## src/hw/rtl/tlca_pkg.sv

```systemverilog
`timescale 1ns / 1ps
`default_nettype none

package tlca_pkg;

   localparam int NODE_W     = 10;
   localparam int WEIGHT_W   = 32;
   localparam int DIST_W     = 42;
   localparam int COUNT_W    = 11;
   localparam int REQ_DATA_W = 56;
   localparam int RSP_DATA_W = 56;
   localparam int CSR_ADDR_W = 3;
   localparam int CSR_DATA_W = 32;

   localparam int REQ_A_LO = 0;
   localparam int REQ_B_LO = REQ_A_LO + NODE_W;
   localparam int REQ_W_LO = REQ_B_LO + NODE_W;
   localparam int RSP_L_LO = NODE_W;

   localparam logic [COUNT_W-1:0] NODE_COUNT_RESET = 11'd1024;

   typedef enum logic [4:0] {
      STEP_IDLE      = 5'd0,
      STEP_DISP      = 5'd1,
      STEP_LD_CHK    = 5'd2,
      STEP_LD_START  = 5'd3,
      STEP_LD_CHAIN  = 5'd4,
      STEP_LD_NODE   = 5'd5,
      STEP_Q_RDA     = 5'd6,
      STEP_Q_RDB     = 5'd7,
      STEP_Q_ORDER   = 5'd8,
      STEP_Q_LIFT_RD = 5'd9,
      STEP_Q_LIFT    = 5'd10,
      STEP_Q_SAME    = 5'd11,
      STEP_Q_DESC_RD = 5'd12,
      STEP_Q_DESC    = 5'd13,
      STEP_Q_PAR_RD  = 5'd14,
      STEP_Q_PAR     = 5'd15,
      STEP_Q_DIST    = 5'd16,
      STEP_Q_SUB     = 5'd17,
      STEP_Q_BAD     = 5'd18,
      STEP_EMIT      = 5'd19
   } step_type;

   typedef enum logic [3:0] {
      COND_NEVER     = 4'd0,
      COND_ALWAYS    = 4'd1,
      COND_NO_ITEM   = 4'd2,
      COND_IS_QUERY  = 4'd3,
      COND_LOAD_BAD  = 4'd4,
      COND_QUERY_BAD = 4'd5,
      COND_ONE_LVL   = 4'd6,
      COND_LVL_END   = 4'd7,
      COND_LVL_ZERO  = 4'd8,
      COND_SAME      = 4'd9,
      COND_OUT_BUSY  = 4'd10
   } cond_type;

   typedef enum logic [2:0] {
      JA_NONE  = 3'd0,
      JA_B0    = 3'd1,
      JA_CHAIN = 3'd2,
      JA_A_LVL = 3'd3,
      JA_A0    = 3'd4
   } ja_type;

   typedef enum logic [1:0] {
      JW_NONE   = 2'd0,
      JW_PARENT = 2'd1,
      JW_CHAIN  = 2'd2
   } jw_type;

   typedef enum logic [1:0] {
      NR_NONE = 2'd0,
      NR_A    = 2'd1,
      NR_B    = 2'd2
   } nr_type;

   typedef enum logic [2:0] {
      RK_HOLD = 3'd0,
      RK_ONE  = 3'd1,
      RK_ZERO = 3'd2,
      RK_LAST = 3'd3,
      RK_INC  = 3'd4,
      RK_DEC  = 3'd5
   } rk_type;

   typedef enum logic [2:0] {
      AB_HOLD   = 3'd0,
      AB_ORDER  = 3'd1,
      AB_LIFT   = 3'd2,
      AB_DESC   = 3'd3,
      AB_PARENT = 3'd4,
      AB_BAD    = 3'd5
   } ab_type;

   typedef enum logic [2:0] {
      ACC_HOLD = 3'd0,
      ACC_LOAD = 3'd1,
      ACC_ADD  = 3'd2,
      ACC_SUB2 = 3'd3,
      ACC_CLR  = 3'd4
   } acc_type;

   typedef struct packed {
      step_type nxt;
      step_type jmp;
      cond_type cond;
      logic     accept;
      ja_type   ja;
      logic     jb;
      jw_type   jw;
      nr_type   nr;
      logic     nw;
      rk_type   rk;
      ab_type   ab;
      acc_type  acc;
      logic     dep_save;
      logic     emit;
   } uword_type;

   typedef struct packed {
      logic no_item;
      logic is_query;
      logic load_bad;
      logic query_bad;
      logic one_lvl;
      logic lvl_end;
      logic lvl_zero;
      logic same;
      logic out_busy;
   } cond_flags_type;

   localparam uword_type UWORD_NOP = '{
      nxt: STEP_IDLE, jmp: STEP_IDLE, cond: COND_NEVER, accept: 1'b0,
      ja: JA_NONE, jb: 1'b0, jw: JW_NONE, nr: NR_NONE, nw: 1'b0,
      rk: RK_HOLD, ab: AB_HOLD, acc: ACC_HOLD, dep_save: 1'b0, emit: 1'b0
   };

   function automatic uword_type ucode(input step_type step);
      uword_type w;
      w = UWORD_NOP;
      case (step)
         STEP_IDLE: begin
            w.accept = 1'b1;
            w.cond   = COND_NO_ITEM;
            w.jmp    = STEP_IDLE;
            w.nxt    = STEP_DISP;
         end
         STEP_DISP: begin
            w.cond = COND_IS_QUERY;
            w.jmp  = STEP_Q_RDA;
            w.nxt  = STEP_LD_CHK;
         end
         STEP_LD_CHK: begin
            w.cond = COND_LOAD_BAD;
            w.jmp  = STEP_IDLE;
            w.nxt  = STEP_LD_START;
         end
         STEP_LD_START: begin
            w.jw   = JW_PARENT;
            w.ja   = JA_B0;
            w.nr   = NR_B;
            w.rk   = RK_ONE;
            w.cond = COND_ONE_LVL;
            w.jmp  = STEP_LD_NODE;
            w.nxt  = STEP_LD_CHAIN;
         end
         STEP_LD_CHAIN: begin
            w.jw   = JW_CHAIN;
            w.ja   = JA_CHAIN;
            w.rk   = RK_INC;
            w.cond = COND_LVL_END;
            w.jmp  = STEP_LD_NODE;
            w.nxt  = STEP_LD_CHAIN;
         end
         STEP_LD_NODE: begin
            w.nw   = 1'b1;
            w.cond = COND_ALWAYS;
            w.jmp  = STEP_IDLE;
         end
         STEP_Q_RDA: begin
            w.nr   = NR_A;
            w.cond = COND_QUERY_BAD;
            w.jmp  = STEP_Q_BAD;
            w.nxt  = STEP_Q_RDB;
         end
         STEP_Q_RDB: begin
            w.nr       = NR_B;
            w.acc      = ACC_LOAD;
            w.dep_save = 1'b1;
            w.nxt      = STEP_Q_ORDER;
         end
         STEP_Q_ORDER: begin
            w.acc = ACC_ADD;
            w.ab  = AB_ORDER;
            w.rk  = RK_ZERO;
            w.nxt = STEP_Q_LIFT_RD;
         end
         STEP_Q_LIFT_RD: begin
            w.ja  = JA_A_LVL;
            w.nxt = STEP_Q_LIFT;
         end
         STEP_Q_LIFT: begin
            w.ab   = AB_LIFT;
            w.rk   = RK_INC;
            w.cond = COND_LVL_END;
            w.jmp  = STEP_Q_SAME;
            w.nxt  = STEP_Q_LIFT_RD;
         end
         STEP_Q_SAME: begin
            w.rk   = RK_LAST;
            w.cond = COND_SAME;
            w.jmp  = STEP_Q_DIST;
            w.nxt  = STEP_Q_DESC_RD;
         end
         STEP_Q_DESC_RD: begin
            w.ja  = JA_A_LVL;
            w.jb  = 1'b1;
            w.nxt = STEP_Q_DESC;
         end
         STEP_Q_DESC: begin
            w.ab   = AB_DESC;
            w.rk   = RK_DEC;
            w.cond = COND_LVL_ZERO;
            w.jmp  = STEP_Q_PAR_RD;
            w.nxt  = STEP_Q_DESC_RD;
         end
         STEP_Q_PAR_RD: begin
            w.ja  = JA_A0;
            w.nxt = STEP_Q_PAR;
         end
         STEP_Q_PAR: begin
            w.ab  = AB_PARENT;
            w.nxt = STEP_Q_DIST;
         end
         STEP_Q_DIST: begin
            w.nr  = NR_A;
            w.nxt = STEP_Q_SUB;
         end
         STEP_Q_SUB: begin
            w.acc = ACC_SUB2;
            w.nxt = STEP_EMIT;
         end
         STEP_Q_BAD: begin
            w.ab   = AB_BAD;
            w.acc  = ACC_CLR;
            w.cond = COND_ALWAYS;
            w.jmp  = STEP_EMIT;
         end
         STEP_EMIT: begin
            w.emit = 1'b1;
            w.cond = COND_OUT_BUSY;
            w.jmp  = STEP_EMIT;
            w.nxt  = STEP_IDLE;
         end
         default: begin
            w = UWORD_NOP;
         end
      endcase
      return w;
   endfunction

endpackage

`default_nettype wire

```

## src/hw/rtl/tlca_useq.sv

```systemverilog
`timescale 1ns / 1ps
`default_nettype none

module tlca_useq (
   input  wire                      clock,
   input  wire                      reset,
   input  wire tlca_pkg::cond_flags_type flags,
   output tlca_pkg::uword_type      word,
   output tlca_pkg::step_type       step
);

   tlca_pkg::step_type upc_ff;
   tlca_pkg::step_type upc_in;
   logic               taken;

   always_comb begin
      word = tlca_pkg::ucode(upc_ff);
      step = upc_ff;
   end

   always_comb begin
      case (word.cond)
         tlca_pkg::COND_NEVER:     taken = 1'b0;
         tlca_pkg::COND_ALWAYS:    taken = 1'b1;
         tlca_pkg::COND_NO_ITEM:   taken = flags.no_item;
         tlca_pkg::COND_IS_QUERY:  taken = flags.is_query;
         tlca_pkg::COND_LOAD_BAD:  taken = flags.load_bad;
         tlca_pkg::COND_QUERY_BAD: taken = flags.query_bad;
         tlca_pkg::COND_ONE_LVL:   taken = flags.one_lvl;
         tlca_pkg::COND_LVL_END:   taken = flags.lvl_end;
         tlca_pkg::COND_LVL_ZERO:  taken = flags.lvl_zero;
         tlca_pkg::COND_SAME:      taken = flags.same;
         tlca_pkg::COND_OUT_BUSY:  taken = flags.out_busy;
         default:                  taken = 1'b0;
      endcase
      upc_in = taken ? word.jmp : word.nxt;
   end

   always_ff @(posedge clock) begin
      if (reset) begin
         upc_ff <= tlca_pkg::STEP_IDLE;
      end else begin
         upc_ff <= upc_in;
      end
   end

endmodule

`default_nettype wire

```

## config.mk

```make
export PLATFORM = sky130hd
export DESIGN_NAME = tlca_useq
export DESIGN_NICKNAME = d
export VERILOG_FILES = /design/src/hw/rtl/tlca_pkg.sv /design/src/hw/rtl/tlca_useq.sv
export SDC_FILE = /design/constraint.sdc
export NUM_CORES = 1
export LEC_CHECK = 0
export ABC_CLOCK_PERIOD_IN_PS = 4500
export BUFFER_PORTS_ARGS = -buffer_cell sky130_fd_sc_hd__buf_2
export CAP_MARGIN = 20
export CORE_ASPECT_RATIO = 1.2
export CORE_MARGIN = 3
export CORE_UTILIZATION = 35
export CTS_CLUSTER_SIZE = 40
export DETAILED_ROUTE_END_ITERATION = 16
export PLACE_DENSITY = 0.64
export SLEW_MARGIN = 20
export SYNTH_ARGS = -nofsm -noshare
export SYNTH_HDL_FRONTEND = slang
export SYNTH_SLANG_ARGS = --single-unit
```

## constraint.sdc

```tcl
create_clock -name clock -period 4.5 [get_ports clock]
set_input_delay 0.225 -clock clock [delete_from_list [all_inputs] [get_ports clock]]
set_output_delay 0.225 -clock clock [all_outputs]
set_load 0.05 [all_outputs]
```

; ---- After elaboration in Yosys (flattened, before gate mapping)
; Cells that the tools add are included.
[totals]
register_bits = 5
input_bits = 11
word_cells = 53
[op_classes]
eq_ne = 29
n_mux = 15
reduce_logical = 8
[ops]
columns = op, count
row1 = $pmux W9 S12, 1
row2 = $pmux W5 S14, 1
row3 = $eq A5 B4 Y1 const B, 8
row4 = $pmux W3 S5, 2
row5 = $pmux W3 S4, 2
row6 = $eq A5 B3 Y1 const B, 4
row7 = $eq A5 B5 Y1 const B, 4
row8 = $eq A4 B3 Y1 const B, 4
row9 = $reduce_or A2 Y1, 7
row10 = $eq A4 B4 Y1 const B, 3
row11 = $eq A5 B2 Y1 const B, 2
row12 = $pmux W1 S10, 1
row13 = $eq A4 B2 Y1 const B, 2
row14 = $pmux W2 S2, 2
row15 = $eq A5 B1 Y1 const B, 1
row16 = $logic_not A5 Y1, 1
row17 = $mux W1, 5
row18 = $mux W5, 1
row19 = $eq A4 B1 Y1 const B, 1

; ---- Depth between registers and ports, before layout
; Gate-level depths: netlist (run 1).
[depth]
ltp_word = 5
depth_mapped = 8

; ---- Least setup slack after synthesis (run 1)
; OpenSTA, ideal clock, no wires.
[synth_timing]
kind = reg-to-reg
start = register upc_ff[1] (netlist: step[1])
end = register upc_ff[2] (netlist: step[2])
t_arrival_ns = 2.895
required_time_ns = 4.426
path_slack_ns = 1.530
path_stages_with_launch = 8
path_buffers = 3
period_less_slack_ns = 2.970
cell_sequence = dfxtp_1 buf_6 buf_6 clkbuf_1 a21oi_1 a311oi_1 nand2b_1 mux2i_1
[synth_lines]
columns = element, line_no
row1 = "start, declared", tlca_useq.sv:12  ; tlca_pkg::step_type upc_ff;
row2 = "start signal, assigned", tlca_useq.sv:41  ; upc_ff <= tlca_pkg::STEP_IDLE;
row3 = "start signal, assigned", tlca_useq.sv:43  ; upc_ff <= upc_in;

; ---- Final worst setup path (run 1)
[layout_timing]
start = register upc_ff[1] (netlist: step[1])
end = register upc_ff[0] (netlist: step[0])
[layout_between]
elab_chain_cells = 5
elab_cells_between_ends = 37
classes_between = eq/ne: 29 / mux: 4 / reduce/logical: 4
[layout_lines]
columns = element, line_no
row1 = "$eq A5 B5 Y1, or another cell as far along", tlca_pkg.sv:143  ; case (step)
row2 = $pmux W9 S12, tlca_pkg.sv:143
row3 = "$eq A4 B4 Y1, or another cell as far along", tlca_useq.sv:22  ; case (word.cond)
row4 = $pmux W1 S10, tlca_useq.sv:22
row5 = $mux W5 (*), tlca_useq.sv:36  ; upc_in = taken ? word.jmp : word.nxt;
; Every way passes the cells marked *; elsewhere a longest branch is shown, timed or not.
; A chain may end at the register's enable or synchronous reset.

==> results_dict.tcl, run 1 <==
set metrics [dict create \
    routed_via_density 5.548 \
    ir_worst_vdd_mv 0.4272 \
    grt_max_degree 38 \
    switching_power_uw 738.0 \
    grtUsageTotal 0.1807 \
    drc 0 \
    seq_area_frac_synth 0.09143 \
    hold_buffers 0 \
    path_class "reg -> reg" \
    max_freq_mhz 362.8 \
    hold_slack_ns 0.2898 \
    placed_cell_area_um2 1291 \
    ys.flop_type "dfxtp_1" \
    grt_pass1_vias 1235 \
    layout_min_cycle_time_ns 2.756 \
    hold_viol 0 \
    grt_pass1_wl_um 5623 \
    synth.distinct_cells 51 \
    ctsRootBufferMaster "clkbuf_4" \
    areaGrowthSynthToFinish_pct 20.46 \
    initial_core_util 0.3788 \
    cts.sinks 5 \
    routed_wl_um 3421 \
    required_ns 4.63 \
    cts_tree "yes" \
    p_per_area_nw_per_um2 834.7 \
    clkPwrFrac 0.049 \
    synthTopCellsByCount "31 x nor2_1, 15 x nand2_1, 10 x nand2b_1" \
    crit_fanout 27 \
    antenna_found_initial 0 \
    p_leak_uw 0.0006255 \
    diodes 0 \
    rsz0062_at_grt "false" \
    internal-power_uw 362.8 \
    endpoint_kind "flip-flop" \
    synth.area.top_cells "nor2_1 11%, dfxtp_1 9.1%, nand2b_1 5.7%" \
    clk_path_buf_depth 2 \
    setup_violations 0 \
    yosys.area.top_type "nor2_1" \
    dr_total_vias 1326 \
    synth.yosys.warnings 0 \
    ant_nets 0 \
    die_area_um2 3838 \
    ys_seq_elements 5 \
    synth_edf_count 0 \
    worstPathArrival_ns 2.89 \
    period_share 0.6125 \
    synth_top_area_share 0.1063 \
    clock_latency_ns 0.24 \
    dp.cells 235 \
    final_area_um2 1319 \
    synth_fp_nets 177 \
    place_hpwl_um 2520 \
    fin_skew_ns 0.0001601 \
    stdcell_count 239 \
    synth_area_um2 1095 \
    cap_violations 0 \
    status "finished clean" \
    gr-total-overflow 0 \
    drive_above_1_share 0.3415 \
    path_clk_slew_ns 0.04 \
    dr.pass1.iters 4 \
    tightest_slew_ns 1.022 \
    ios 51 \
    async_flop_share 0 \
    syn_area_per_cell_um2 6.595 \
    fin_nets 217 \
    p_sw_frac 0.6704 \
    yosysMostFrequentCell "nor2_1" \
    die_h_um 67.27 \
    worst_setup_path_start_kind "flip-flop" \
    final.setup.tns_ns 0 \
    slew_violations 0 \
    synthCells 166 \
    die_x_um 57.06 \
    numCtsBuffers 3 \
    max_slew_margin 0.3179 \
    place_congestion 0.8563 \
    drt_iter0_markers 34 \
    hold_class "in -> reg" \
    htree_levels 1 \
    largest_reg_flops 5 \
    combPwrFrac 0.826 \
    portBuffers 50 \
    cts_resized 0 \
    seqPwrFrac 0.126 \
    fp-row-count 21 \
    core_um2 2890 \
    post_drt_wl_per_cell_um 14.31 \
    post_cts_buffers 0 \
]
[area by class of cell]
cell class,count,area (µm²)
Multi-Input combinational cell,141,872.1
Inverter,3,11.26
Clock buffer,4,26.28
Tap cell,34,42.54
Sequential cell,5,101.3
Fill cell,336,1572
Timing Repair Buffer,52,265.3
[through the flow]
step                      total power [µW]    util  worst slack [ns]
after detailed placement              1047  0.4468             1.757
after CTS                             1105  0.4558             1.749
after floorplan                      897.1       -             1.530
after global placement                1043  0.4468             1.824
after global routing                  1178  0.4563             1.547
final                                 1101  0.4563             1.744
[cell usage in the layout, fill, tap and decap left out, types with 2 or more instances in the layout]
master,netlist,layout
o21ai_0,3,3
a211oi_1,2,2
o22ai_1,4,4
or2_2,2,2
or3_1,4,4
nand3_1,4,4
xnor2_1,2,2
clkbuf_4,0,3
inv_1,3,3
buf_2,5,50
o32ai_1,3,3
dfxtp_1,5,4
nand3b_1,2,2
buf_4,1,2
nor2_1,31,31
nand2_1,15,15
a31oi_1,2,2
a21oi_1,9,9
nor3_1,8,8
xor2_1,2,2
nand2b_1,10,10
a21o_2,2,2
nor2b_1,6,6
a21boi_0,2,2
mux2i_1,4,4
[critical path, cell delays in order (launching register included)]
cell       delay (ns)
dfxtp_1          0.92
nor2b_2          0.38
o21ai_2          0.08
a21oi_2          0.15
o2111ai_2        0.17
a2111oi_4        0.60
mux2_4           0.34
[per-layer routing]
metal / GRT usage / wire length, µm
met1: 0.2393 / 1462
met4: 0.08696 / 13
met3: 0.01338 / 267
met5: 0 / 0
met2: 0.2957 / 1677
[kinds of logic (layout without fill, tap and decap cells)]
| group | after synthesis | after routing | share of synthesized area |
|---|---|---|---|
| AND/OR/NAND/NOR | 87 | 87 | 0.3874 |
| AO/OA/AOI/OAI | 45 | 45 | 0.3269 |
| buffers and inverters | 20 | 59 | 0.1120 |
| multiplexers | 5 | 5 | 0.05028 |
| flip-flops | 5 | 5 | 0.09143 |
| XOR/XNOR | 4 | 4 | 0.03201 |
[power groups by stage]
stage / Clock, µW / Combinational (µW) / Sequential, µW
2_1_floorplan: 0 / 786 / 112
3_3_place_gp: 0 / 909 / 134
3_5_place_dp: 0 / 909 / 138
4_1_cts: 56.7 / 912 / 137
5_1_grt: 60.9 / 971 / 147
6_report: 53.7 / 909 / 138
[worst paths after layout]
path / start / slack (ns) / depth (start not counted) / endpoint
setup / recovery: step[1] / 1.74 / 6 / step[0]
hold / removal: reset / 0.29 / 2 / step[4]
setup reg to reg: step[1] / 1.74 / 6 / step[0]
hold reg to reg: step[2] / 0.89 / 4 / step[2]
Note: power is estimated with default switching activity, not from simulation.
==> run 2, diff against run 1 <==
- ABC_CLOCK_PERIOD_IN_PS: 4500 -> 2750
- clock period: 4.5 -> 2.75 ns (I/O delays scaled with it)
==> run 2 against run 1 <==
Die area is the same. Clock skew grew 0.0017 ns. Sequential share of layout area shrank 0.46 points. Clock power grew 64%. Core utilization grew 2.3 points. Cell area grew 5.1%. Global-route usage grew 1.3 points. First-iteration DRC count grew 97%. Final cell count grew 2.5%. Register-to-register slack lost 1.4 ns. Sequential cell count is the same. Power grew 71%. Critical endpoint is now step[2].
==> results_dict.tcl, run 2 (same netlist as run 1, synthesis figures left out) <==
set metrics [dict create \
    status "finished clean" \
    hold_end "step[4]" \
    cts_resized 0 \
    most-common-layout-cells "50 x buf_2, 31 x nor2_1, 15 x nand2_1" \
    place_hpwl_um 2752 \
    dr.pass1.iters 4 \
    fin_skew_ns 0.001821 \
    drive_above_1_share 0.3649 \
    final_area_um2 1386 \
    rsz0062_at_grt "false" \
    required_ns 2.92 \
    r2r_start "step[0]" \
    post_drt_wl_per_cell_um 14.77 \
    place_congestion 0.9047 \
    path_class "reg -> reg" \
    crit_fanout 24 \
    tightest_slew_ns 0.7947 \
    endpoint_kind "flip-flop" \
    portBuffers 50 \
    ant_nets 0 \
    clk_path_buf_depth 2 \
    cts_tree "yes" \
    post_cts_buffers 0 \
    ctsRootBufferMaster "clkbuf_4" \
    hold_class "in -> reg" \
    cap_violations 0 \
    rrSetupSlack_ns 0.34 \
    diodes 0 \
    initial_core_util 0.3788 \
    slew_violations 0 \
    cts.sinks 5 \
    hold_viol 0 \
    ir_worst_vdd_mv 0.8400 \
    dr_total_vias 1387 \
    reg2reg_to "step[2]" \
    gr-total-overflow 0 \
    die_h_um 67.27 \
    grt_max_degree 26 \
    grt_pass1_vias 1251 \
    p_leak_uw 0.0006639 \
    p_per_area_nw_per_um2 1354 \
    areaGrowthSynthToFinish_pct 26.63 \
    worst_setup_path_start_kind "flip-flop" \
    period_share 0.8769 \
    htree_levels 1 \
    die_x_um 57.06 \
    routed_via_density 5.661 \
    antenna_found_initial 0 \
    die_area_um2 3838 \
    numCtsBuffers 3 \
    drt_iter0_markers 67 \
    max_slew_margin 0.4695 \
    core_um2 2890 \
    worstPathArrival_ns 2.58 \
    final.setup.tns_ns 0 \
    worstHoldStart "reset" \
    max_freq_mhz 414.7 \
    routed_wl_um 3619 \
    setup_violations 0 \
    grtUsageTotal 0.1941 \
    finish.utilization 0.4797 \
    layout_min_cycle_time_ns 2.412 \
    rr_worst_depth 7 \
    fp-row-count 21 \
    drc 0 \
    fillCellCount 326 \
    final_common_cell "buf_2" \
    largest_reg_flops 5 \
    clock_latency_ns 0.25 \
    hold_buffers 0 \
    grt_pass1_wl_um 5975 \
    fin_nets 223 \
    placed_cell_area_um2 1360 \
    ios 51 \
    hold_path_depth 2 \
    path_clk_slew_ns 0.05 \
]
## run 2: changes by cell type in the layout (fill, tap and decap cells not counted)
cell      before  now
buf_4          2    7
a311oi_1       1    0
a311oi_2       0    1
buf_12         0    1
dfxtp_1        4    5
dfxtp_2        1    0
nor3_1         8    7
nor3_2         0    1
## run 2: worst max-delay path by stage
stage,from,endpoint,slack [ns]
5_1_grt,step[0],step[2],0.19
3_5_place_dp,step[0],step[2],0.38
2_1_floorplan,step[2],step[1],0.006
3_3_place_gp,step[4],step[1],0.47
6_report,step[0],step[2],0.34
4_1_cts,step[0],step[2],0.36
## run 2: cell type report
type | instances | area, µm² | area share
repair buffers | 58 | 322.8 | 0.2329
multi-input cells | 141 | 883.3 | 0.6372
flip-flops and latches | 5 | 100.1 | 0.07220
clock buffers | 4 | 26.28 | 0.01895
inverters | 3 | 11.26 | 0.008123
well taps | 34 | 42.54 | 0.03069
## run 2: metal layers
metal  global-route usage  up-vias  share of wire  routed length (µm)
li1                     -      679              -                   -
met1               0.2754      638           0.47                1700
met2               0.3114       70           0.45                1622
met3              0.01721        0          0.082                 296
met4              0.05507        0              0                   0
met5                    0        -              0                   0
## run 2: critical path, cell delays in order (launching register included)
cell       delay [ns]
dfxtp_1          0.83
and2b_1          0.29
a22oi_2          0.16
o2bb2ai_2        0.10
and3_1           0.19
a2111oi_4        0.34
buf_4            0.22
mux2i_1          0.20
## run 2: power by group
group / internal (µW) / switching, µW
clock: 55.1 / 33.1
combinational: 488 / 1130
sequential: 94.4 / 77.9
total: 637 / 1240
## run 2: through the flow
| stage | power (µW) | hold slack, ns | cells | setup WS [ns] |
|---|---|---|---|---|
| after floorplan | 1478 | 0.2444 | 166 | 0.006359 |
| after global placement | 1778 | 0.4506 | 241 | 0.4657 |
| after detailed placement | 1777 | 0.4508 | 241 | 0.3777 |
| after CTS | 1871 | 0.1927 | 245 | 0.3633 |
| after global routing | 1994 | 0.2089 | 245 | 0.1872 |
| final | 1877 | 0.1968 | 245 | 0.3384 |
==> run 3, diff against run 2 <==
- CORE_UTILIZATION: 35 -> 23
- PLACE_DENSITY: 0.64 -> 0.46
==> run 3 against run 2 <==
Maximum frequency up 0.46%. Sequential power up 7%. Die area up 47%. Largest cell class unchanged. Sequential share of layout area down 0.35 points. Final cell count up 11%. Critical path depth down 2. Via count up 0.65%. Worst hold slack better by 0.041 ns.
==> results_dict.tcl, run 3 (same netlist as run 1, synthesis figures left out) <==
set metrics [dict create \
    p_per_area_nw_per_um2 1359 \
    layout_min_cycle_time_ns 2.401 \
    htree_levels 1 \
    antenna_found_initial 0 \
    place_congestion 0.8006 \
    core_um2 4424 \
    worstPathArrival_ns 2.26 \
    multi_input_area_um2 883.3 \
    clk_path_buf_depth 2 \
    grt_max_degree 21 \
    fp-row-count 26 \
    crit_start "step[0]" \
    setup_violations 0 \
    diodes 0 \
    worst_setup_path_start_kind "flip-flop" \
    crit_fanout 20 \
    cpLargestDelayFamily "flip-flops" \
    fin_skew_ns 0.0005021 \
    cts_tree "yes" \
    ant_nets 0 \
    cts_resized 0 \
    grt_pass1_vias 1355 \
    final.setup.tns_ns 0 \
    ir_worst_vdd_mv 0.4454 \
    fillCellCount 531 \
    place_hpwl_um 3358 \
    die_h_um 81.58 \
    max_slew_margin 0.5094 \
    die_x_um 68.98 \
    crit_buf_inv 2 \
    post_cts_buffers 0 \
    final_common_cell "buf_2" \
    fin_nets 228 \
    ios 51 \
    crit_slowest_cell "dfxtp_1" \
    path_class "reg -> out" \
    endpoint_kind "primary output" \
    gr-total-overflow 0 \
    areaGrowthSynthToFinish_pct 33.14 \
    routed_via_density 5.132 \
    clock_latency_ns 0.22 \
    slew_violations 0 \
    portBuffers 50 \
    ctsRootBufferMaster "clkbuf_8" \
    max_freq_mhz 416.6 \
    hold_viol 0 \
    grtUsageTotal 0.1589 \
    die_area_um2 5627 \
    dr.pass1.iters 4 \
    drt_iter0_markers 49 \
    cpPeakStageDelay_ns 0.79 \
    period_share 0.8730 \
    seq_area_um2 100.1 \
    numCtsBuffers 3 \
    tightest_slew_ns 0.7348 \
    grt_pass1_wl_um 6775 \
    drive_above_1_share 0.3796 \
    rsz0062_at_grt "false" \
    worstHoldStart "reset" \
    required_ns 2.61 \
    drc 0 \
    status "finished clean" \
    r2r_start "step[0]" \
    cts.sinks 5 \
    routed_wl_um 4240 \
    p_leak_uw 0.0006958 \
    post_drt_wl_per_cell_um 15.59 \
    path_cells "buf_4, nor2b_1, nand2_1, o32ai_1, buf_2" \
    hold_buffers 0 \
    path_clk_slew_ns 0.04 \
    initial_core_util 0.2475 \
    largest_reg_flops 5 \
    hold_class "in -> reg" \
    setup_slack_ns 0.3494 \
    pre_cts_ws_ns 0.4701 \
    most-common-layout-cells "50 x buf_2, 31 x nor2_1, 15 x nand2_1" \
    cap_violations 0 \
    dr_total_vias 1396 \
]
==> run 3: power breakdown <==
part           total [µW]  leakage (µW)  internal (µW)  switching (µW)
Clock                 140     0.0000228           99.9            39.8
Combinational        1660      0.000632            511            1150
Sequential            184     0.0000408           94.6            88.9
Total                1980      0.000696            705            1280
==> run 3: path summary, 6_finish.rpt <==
kind | to | slack, ns | cells past startpoint
min reg2reg | step[2] | 0.91 | 4
max reg2reg | step[1] | 0.41 | 7
min | step[4] | 0.24 | 2
max | word[31] | 0.35 | 5
==> run 3: final cells by class <==
cell class,instances,area share
Clock buffer,4,0.03090
Inverter,3,0.007725
Multi-Input combinational cell,141,0.6060
Sequential cell,5,0.06867
Tap cell,56,0.04807
Timing Repair Buffer,63,0.2386
==> run 3: worst register-to-register path: cells and delay by family (launching register included) <==
kind | cells | cell delay [ns]
AO/OA/AOI/OAI | 3 | 0.62
multiplexers | 1 | 0.17
AND/OR/NAND/NOR | 2 | 0.49
flip-flops | 1 | 0.79
buffers and inverters | 1 | 0.21
==> run 3: per-layer routing <==
metal | routed length, µm | track usage | share of wire | vias to the layer above
met5 | 0 | 0 | 0 | -
met4 | 31 | 0.04678 | 0.0073 | 0
met3 | 293 | 0.01915 | 0.069 | 4
met2 | 1983 | 0.2567 | 0.47 | 51
met1 | 1932 | 0.2180 | 0.46 | 647
li1 | - | - | - | 694
==> run 3: metrics by stage <==
stage / hold slack, ns / instances / utilization / instance area [µm²] / total power (µW)
after global routing: 0.2558 / 272 / 0.3295 / 1458 / 2112
after CTS: 0.2256 / 272 / 0.3295 / 1458 / 1986
after detailed placement: 0.4670 / 268 / 0.3193 / 1413 / 1836
after global placement: 0.5066 / 268 / 0.3193 / 1413 / 1849
final: 0.2378 / 272 / 0.3295 / 1458 / 1981
after floorplan: 0.2444 / 166 / - / 1106 / 1478
